[src/sv/assert_macros.svh]
// Assertion macros for the rotated sprite blitter RTL.
`ifndef ASSERT_MACROS_SVH
`define ASSERT_MACROS_SVH

// Property checked on every clock while out of reset.
`define RSB_ASSERT(lbl, prop, msg) \
    lbl: assert property (@(posedge clk) disable iff (!rst_n) (prop)) else $error(msg);

// Condition that must never be seen while out of reset.
`define RSB_ASSERT_NEVER(lbl, cond, msg) \
    lbl: assert property (@(posedge clk) disable iff (!rst_n) !(cond)) else $error(msg);

`endif

[src/sv/rsb_pkg.sv]
// Constants and types shared by the rotated sprite blitter.
package rsb_pkg;

    localparam int SPRITE_MAX_W = 128;
    localparam int SPRITE_MAX_H = 128;
    localparam int DEST_SIDE    = 4096;
    localparam int FRAC_BITS    = 16;

    localparam int X_BITS = $clog2(SPRITE_MAX_W);
    localparam int Y_BITS = $clog2(SPRITE_MAX_H);
    localparam int ADDR_W = X_BITS + Y_BITS;
    localparam int DEPTH  = SPRITE_MAX_W * SPRITE_MAX_H;

    // field widths
    localparam int PIX_W   = 32;
    localparam int LOAD_W  = 7;
    localparam int DST_W   = 12;
    localparam int TRIG_W  = 18;
    localparam int SIZE_W  = 8;
    localparam int PSRC_W  = 9;
    localparam int PDST_W  = 14;

    // datapath widths
    localparam int RX_W   = PDST_W + 1;
    localparam int PROD_W = RX_W + TRIG_W;
    localparam int ACC_W  = PROD_W + 1;
    localparam int SRC_W  = ACC_W - FRAC_BITS + 1;

    // configuration port
    localparam int CFG_IDX_W  = 4;
    localparam int CFG_DATA_W = TRIG_W;

    localparam logic [CFG_IDX_W-1:0] REG_SINE    = 4'd0;
    localparam logic [CFG_IDX_W-1:0] REG_COSINE  = 4'd1;
    localparam logic [CFG_IDX_W-1:0] REG_WIDTH   = 4'd2;
    localparam logic [CFG_IDX_W-1:0] REG_HEIGHT  = 4'd3;
    localparam logic [CFG_IDX_W-1:0] REG_PSRC_X  = 4'd4;
    localparam logic [CFG_IDX_W-1:0] REG_PSRC_Y  = 4'd5;
    localparam logic [CFG_IDX_W-1:0] REG_PDST_X  = 4'd6;
    localparam logic [CFG_IDX_W-1:0] REG_PDST_Y  = 4'd7;

    localparam logic signed [TRIG_W-1:0] COSINE_RESET = 18'sd65536;
    localparam logic [SIZE_W-1:0]        SIZE_RESET   = 8'd128;

    localparam logic KIND_LOAD = 1'b0;
    localparam logic KIND_DRAW = 1'b1;

    typedef struct packed {
        logic signed [TRIG_W-1:0] sine_q16;
        logic signed [TRIG_W-1:0] cosine_q16;
        logic [SIZE_W-1:0]        sprite_width;
        logic [SIZE_W-1:0]        sprite_height;
        logic signed [PSRC_W-1:0] pivot_src_x;
        logic signed [PSRC_W-1:0] pivot_src_y;
        logic signed [PDST_W-1:0] pivot_dst_x;
        logic signed [PDST_W-1:0] pivot_dst_y;
    } cfg_t;

    typedef struct packed {
        logic              kind;
        logic [LOAD_W-1:0] load_col;
        logic [LOAD_W-1:0] load_row;
        logic [PIX_W-1:0]  pixel_value;
        logic [DST_W-1:0]  dst_col;
        logic [DST_W-1:0]  dst_row;
    } item_t;

    // memory access handed from the address pipeline to the store stage
    typedef struct packed {
        logic              valid;
        logic              kind;
        logic              ok;
        logic [ADDR_W-1:0] addr;
        logic [PIX_W-1:0]  pix;
    } access_t;

endpackage

[src/sv/rsb_map.sv]
// Address pipeline: maps a destination position back into the sprite.
module rsb_map (
    input  logic             clk,
    input  logic             rst_n,
    input  logic             adv,
    input  logic             accept,
    input  rsb_pkg::item_t   item,
    input  rsb_pkg::cfg_t    cfg,
    output rsb_pkg::access_t acc
);

    localparam int SRC_W  = rsb_pkg::SRC_W;
    localparam int RX_W   = rsb_pkg::RX_W;
    localparam int PROD_W = rsb_pkg::PROD_W;
    localparam int ACC_W  = rsb_pkg::ACC_W;
    localparam int LOAD_W = rsb_pkg::LOAD_W;
    localparam int PIX_W  = rsb_pkg::PIX_W;

    // stage valids
    logic v1_reg, v2_reg, v3_reg, v4_reg;

    // stage 1: offsets from the destination pivot
    logic                     kind1_reg, dok1_reg;
    logic signed [RX_W-1:0]   rx_reg, ry_reg;
    logic [LOAD_W-1:0]        lc1_reg, lr1_reg;
    logic [PIX_W-1:0]         pix1_reg;
    logic signed [RX_W-1:0]   rx_next, ry_next;
    logic                     dok_next;

    // stage 2: products
    logic                     kind2_reg, dok2_reg;
    logic signed [PROD_W-1:0] p_xc_reg, p_ys_reg, p_yc_reg, p_xs_reg;
    logic [LOAD_W-1:0]        lc2_reg, lr2_reg;
    logic [PIX_W-1:0]         pix2_reg;

    // stage 3: source coordinates
    logic                     kind3_reg, dok3_reg;
    logic signed [SRC_W-1:0]  sx_reg, sy_reg;
    logic [PIX_W-1:0]         pix3_reg;
    logic signed [ACC_W-1:0]  ax, ay;
    logic signed [SRC_W-1:0]  sx_next, sy_next;

    // stage 4: bounds and address
    logic                        kind4_reg, ok4_reg;
    logic [rsb_pkg::ADDR_W-1:0]  addr4_reg;
    logic [PIX_W-1:0]            pix4_reg;
    logic                        in_store, in_sprite, ok_next;

    always_comb
    begin
        rx_next  = $signed({3'b000, item.dst_col}) - RX_W'(cfg.pivot_dst_x);
        ry_next  = $signed({3'b000, item.dst_row}) - RX_W'(cfg.pivot_dst_y);
        dok_next = (32'(item.dst_col) < rsb_pkg::DEST_SIDE) &&
                   (32'(item.dst_row) < rsb_pkg::DEST_SIDE);
    end

    // floor by arithmetic shift of the 18.16 sums
    always_comb
    begin
        ax = ACC_W'(p_xc_reg) + ACC_W'(p_ys_reg);
        ay = ACC_W'(p_yc_reg) - ACC_W'(p_xs_reg);
        if (kind2_reg == rsb_pkg::KIND_DRAW)
        begin
            sx_next = SRC_W'($signed(ax[ACC_W-1:rsb_pkg::FRAC_BITS])) +
                      SRC_W'(cfg.pivot_src_x);
            sy_next = SRC_W'($signed(ay[ACC_W-1:rsb_pkg::FRAC_BITS])) +
                      SRC_W'(cfg.pivot_src_y);
        end
        else
        begin
            sx_next = $signed(SRC_W'(lc2_reg));
            sy_next = $signed(SRC_W'(lr2_reg));
        end
    end

    always_comb
    begin
        in_store  = (sx_reg >= 0) && (sy_reg >= 0) &&
                    (sx_reg < SRC_W'(rsb_pkg::SPRITE_MAX_W)) &&
                    (sy_reg < SRC_W'(rsb_pkg::SPRITE_MAX_H));
        in_sprite = (sx_reg < $signed(SRC_W'(cfg.sprite_width))) &&
                    (sy_reg < $signed(SRC_W'(cfg.sprite_height)));
        if (kind3_reg == rsb_pkg::KIND_DRAW)
        begin
            ok_next = in_store && in_sprite && dok3_reg;
        end
        else
        begin
            ok_next = in_store;
        end
    end

    always_ff @(posedge clk or negedge rst_n)
    begin
        if (!rst_n)
        begin
            v1_reg <= 1'b0;
            v2_reg <= 1'b0;
            v3_reg <= 1'b0;
            v4_reg <= 1'b0;
        end
        else if (adv)
        begin
            v1_reg <= accept;
            v2_reg <= v1_reg;
            v3_reg <= v2_reg;
            v4_reg <= v3_reg;
        end
    end

    always_ff @(posedge clk)
    begin
        if (adv)
        begin
            kind1_reg <= item.kind;
            dok1_reg  <= dok_next;
            rx_reg    <= rx_next;
            ry_reg    <= ry_next;
            lc1_reg   <= item.load_col;
            lr1_reg   <= item.load_row;
            pix1_reg  <= item.pixel_value;

            kind2_reg <= kind1_reg;
            dok2_reg  <= dok1_reg;
            p_xc_reg  <= PROD_W'(rx_reg) * PROD_W'(cfg.cosine_q16);
            p_ys_reg  <= PROD_W'(ry_reg) * PROD_W'(cfg.sine_q16);
            p_yc_reg  <= PROD_W'(ry_reg) * PROD_W'(cfg.cosine_q16);
            p_xs_reg  <= PROD_W'(rx_reg) * PROD_W'(cfg.sine_q16);
            lc2_reg   <= lc1_reg;
            lr2_reg   <= lr1_reg;
            pix2_reg  <= pix1_reg;

            kind3_reg <= kind2_reg;
            dok3_reg  <= dok2_reg;
            sx_reg    <= sx_next;
            sy_reg    <= sy_next;
            pix3_reg  <= pix2_reg;

            kind4_reg <= kind3_reg;
            ok4_reg   <= ok_next;
            addr4_reg <= {sy_reg[rsb_pkg::Y_BITS-1:0], sx_reg[rsb_pkg::X_BITS-1:0]};
            pix4_reg  <= pix3_reg;
        end
    end

    assign acc.valid = v4_reg;
    assign acc.kind  = kind4_reg;
    assign acc.ok    = ok4_reg;
    assign acc.addr  = addr4_reg;
    assign acc.pix   = pix4_reg;

endmodule

[config.mk]
export PLATFORM = sky130hd
export DESIGN_NAME = rsb_map
export DESIGN_NICKNAME = d
export VERILOG_FILES = /design/src/sv/assert_macros.svh /design/src/sv/rsb_pkg.sv /design/src/sv/rsb_map.sv
export SDC_FILE = /design/constraint.sdc
export NUM_CORES = 2
export LEC_CHECK = 0
export ABC_AREA = 1
export BUFFER_PORTS_ARGS = -buffer_cell sky130_fd_sc_hd__buf_2
export CAP_MARGIN = 20
export CORE_MARGIN = 3
export CORE_UTILIZATION = 40
export CTS_CLUSTER_SIZE = 40
export DETAILED_ROUTE_END_ITERATION = 7
export SLEW_MARGIN = 20
export SYNTH_ARGS = -nofsm -noshare
export SYNTH_HDL_FRONTEND = slang
export SYNTH_SLANG_ARGS = --single-unit
[constraint.sdc]
create_clock -name clk -period 9.55 [get_ports clk]
set_input_delay 0 -clock clk [delete_from_list [all_inputs] [get_ports clk]]
set_output_delay 0 -clock clk [all_outputs]
set_load 0.05 [all_outputs]
* Word level (Yosys, flattened, before mapping) *
Cells that the tools add are included.

storage, ports and cells
  register bits = 379
  bits of input ports = 173
  output and inout port bits = 49

operators by class
  add/subtract/negate cells = 6
  $mul = 4
  order comparisons = 6
  muxes and demuxes = 3
  reductions and logical operators = 5

operators by type and width
  operator                                               number
  multiplier 15 x 18 -> 33 bit                           4
  adder 18 x 9 -> 19 bit                                 2
  >= comparator 19 x 1 -> 1 bit (second input constant)  2
  < comparator 19 x 9 -> 1 bit                           2
  < comparator 19 x 9 -> 1 bit (second input constant)   2
  adder 33 x 33 -> 34 bit                                1
  subtractor 33 x 33 -> 34 bit                           1
  subtractor 13 x 14 -> 15 bit                           2
  two-way mux 7 bit                                      2
  logical AND 1 bit                                      5
  two-way mux 1 bit                                      1

* Logic depth before layout (Yosys ltp) *
  depth in word-level cells = 6
  depth in mapped cells = 28

* Worst setup path after synthesis *
Ideal clock, no wire load.

  path type = flip-flop to flip-flop
  from = register rx_reg[4]
  to = register p_xs_reg[30] (data pin)
  library setup time = 0.252 ns
  arrival time = 5.452 ns
  data required time = 9.298 ns
  setup slack = 3.846 ns
  cell stages (with the launch flop) = 24
  buffers on the path = 2
  clock period less this slack = 5.704 ns
  cells stage by stage = edfxtp_1 clkbuf_1 clkbuf_1 nand2_1 fa_1 inv_1 fa_1 inv_1 fa_1 inv_1 fa_1 fa_1 inv_1 fa_1 inv_1 ha_1 a21o_1 o21bai_1 nand2_1 nand3_1 a21oi_1 nand2_1 nand2_1 nand2_1

between the ends
  word-level cells in the longest chain between the ends = 1

RTL lines
  what                          RTL line        text
  start: declaration            rsb_map.sv:24   logic signed [RX_W-1:0] rx_reg, ry_reg;
  start signal: assignment      rsb_map.sv:117  rx_reg <= rx_next;
  multiplier 15 x 18 -> 33 bit  rsb_map.sv:128  p_xs_reg <= PROD_W'(rx_reg) * PROD_W'(cfg.sine_q16);
  end signal: assignment        rsb_map.sv:128
  end: declaration              rsb_map.sv:32   logic signed [PROD_W-1:0] p_xc_reg, p_ys_reg, p_yc_reg, p_xs_reg;

Every way passes these cells.
A chain may end at the register's enable or synchronous reset.

* Final worst setup path *
  from = register rx_reg[4]
  to = register p_xc_reg[28] (data pin)

between the ends
  word-level cells in the longest chain between the ends = 1

RTL lines
  what                          RTL line        text
  multiplier 15 x 18 -> 33 bit  rsb_map.sv:125  p_xc_reg <= PROD_W'(rx_reg) * PROD_W'(cfg.cosine_q16);
  end signal: assignment        rsb_map.sv:125
  end: declaration              rsb_map.sv:32

Every way passes these cells.

==> impl_metrics.tcl <==
set metrics [dict create \
    crit_type "flip-flop to flip-flop" \
    avgViaCountPerCell 5.00 \
    place_hpwl_um 145000 \
    final_cell_mix "inv_1 (2055), nand2_1 (1839), fa_1 (1048)" \
    grt_usage_pct 23.8 \
    synth_top_cell_area_share_pct 33.9 \
    drt_iter0_markers 3637 \
    die_h_um 399 \
    use_met1_pct 33.3 \
    fin_setup_tns_ps 0 \
    syn2layout_area_growth_pct 9.80 \
    timing.fmax_mhz 149 \
    setup_ws_ps 2830 \
    synth.net_count 9211 \
    clock-root-buffer "clkbuf_16" \
    wire_per_inst_um 19.0 \
    endpoint_kind "flip-flop" \
    slowest_delay_ps 800 \
    cpMaxStageDelayCell "fa_1" \
    grt_pass1_vias 50900 \
    critical_path_arrival_ps 7160 \
    maxSlewHeadroom_pct 31.6 \
    fin_crit_sh_pct 70.4 \
    slew_viol_final 0 \
    grt_first_pass_wirelength_um 292000 \
    grt-ovfl-total 0 \
    synth_ff_type "edfxtp_1" \
    clk_latency_ps 690 \
    postSynthAreaPerCell_um2 8.24 \
    cp.depth 19 \
    async_flop_share_pct 1.06 \
    fin_nets 9424 \
    required_ps 9990 \
    met2_usage_pct 38.4 \
    worst-path-buf-inv 5 \
    cts_buffer_depth 3 \
    io_pins 222 \
    first_pass_iters 6 \
    initial_core_util_pct 40.5 \
    setup_viol 0 \
    whs_path_depth 3 \
    drcViolationCount 0 \
    reg2reg_depth 19 \
    cts_tree "done" \
    fin_area_um2 67900 \
    drt-total-wl_um 186000 \
    drive_gt1_share_pct 4.97 \
    register_area_um2 11400 \
    die-width_um 399 \
    ys_ff_latch 379 \
    synth-edff-count 375 \
    vias 48900 \
    synth_top_area_cell "fa_1" \
    rsz0062_at_grt "false" \
    status "finished clean" \
    h-tree-depth 2 \
    cp_max_fo 26 \
    netlist_area_um2 61800 \
    syn_inst 7500 \
    layout_commonest_cell "inv_1" \
    hold_viol 0 \
    synthDistinctLibCells 41 \
    multi_input_area_um2 41800 \
    coreArea_um2 153000 \
    cts_buffers 50 \
    grt_max_degree 167 \
    ant_nets 0 \
    synth_area_leaders "fa_1 (34%), edfxtp_1 (18%), inv_1 (12%)" \
    hold_path_class "primary input to flip-flop" \
    cts.sinks 379 \
    crit_family "adder cells" \
    die-area_um2 159000 \
    path_cells "buf_4 -> nand2_1 -> fa_1 -> inv_1 -> fa_1 -> fa_1 -> fa_1 -> fa_1 -> inv_1 -> fa_1 -> inv_1 -> ha_1 -> nand2_1 -> nor2_1 -> inv_1 -> nor3_1 -> o21ai_0 -> nand4_1 -> nand2_1" \
    path_clk_slew_ps 60 \
    ys_seq_area_share_pct 18.4 \
    met3_usage_pct 3.84 \
    top_usage_layer "met2" \
    cpMostUsedCell "fa_1" \
    antenna_found_initial 6 \
    tightest_slew_ps 1030 \
    yosys_warnings 0 \
    period_minus_slack_ps 6720 \
    dpl_cell_area_um2 64900 \
    std_cell_rows 143 \
    start_kind "flip-flop" \
    dp_slack_ps 2990 \
    num-fill-cells 15200 \
    gp_congestion 0.968 \
    skew_ps 75.6 \
    port_buffers 221 \
    drv_cap 0 \
]
## cell type report
type                            instances  area share (%)
Inverter                             2059            11.4
Clock buffer                           58            1.89
Antenna cell                            3          0.0111
Clock inverter                         33           0.503
Tap cell                             2030            3.74
Timing Repair Buffer                  398            4.11
Multi-Input combinational cell       4825            61.6
Sequential cell                       379            16.7
## Yosys cell counts, types with 28 or more instances
cell type	instances
nor2_1	373
fa_1	1048
ha_1	490
a21oi_1	279
edfxtp_1	375
clkbuf_1	224
nor3_1	45
a21o_1	28
o21ai_0	150
nand3_1	209
nand4_1	55
inv_1	2056
nand2_1	1839
xor2_1	107
xnor2_1	39
o21bai_1	34
## metrics by stage
stage | cells | util (%) | hold WS [ps]
6_report | 9785 | 44.4 | 44.8
5_1_grt | 9783 | 44.4 | 27.5
4_1_cts | 9782 | 44.4 | 1.77
3_5_place_dp | 9562 | 42.5 | -189
3_3_place_gp | 9561 | 42.5 | -194
2_1_floorplan | 7500 | - | -296
## path summary, 6_finish.rpt
| check | startpoint | to | slack [ps] |
|---|---|---|---|
| max reg2reg | rx_reg[4]$_DFFE_PP_ | p_xc_reg[28]$_DFFE_PP_ | 2830 |
| max in group asynchronous | rst_n | v2_reg$_DFFE_PN0P_ | 9100 |
| min reg2reg | pix1_reg[9]$_DFFE_PP_ | pix2_reg[9]$_DFFE_PP_ | 410 |
| min | item[3] | ry_reg[3]$_DFFE_PP_ | 40 |
| min in group asynchronous | rst_n | v3_reg$_DFFE_PN0P_ | 270 |
| max | rx_reg[4]$_DFFE_PP_ | p_xc_reg[28]$_DFFE_PP_ | 2830 |
## repair_timing
action	in CTS	in global routing
resized for setup	0	0
setup buffers	0	0
hold buffers	129	0
endpoints found under the hold margin	170	0
## worst min-delay path, stage by stage
cell and delay, ps:
buf_2 80, ha_1 200, xor2_1 200
## metal layers
layer,up-vias,wire (µm)
li1,22700,-
met4,2,4970
met2,1746,84600
met1,24300,82200
met3,238,14100
met5,-,13
## cells by family after synthesis
group	share of synthesized area (%)
and+or+nand+nor	16.7
buffers and inverters	14.0
adders and majority gates	43.9
AOI/OAI and AO/OA	4.98
DFF	18.4
xor gates and xnor gates	2.07
Power is not shown: default switching activity piles up to over one toggle a cycle in this logic, so the estimate is an artifact.
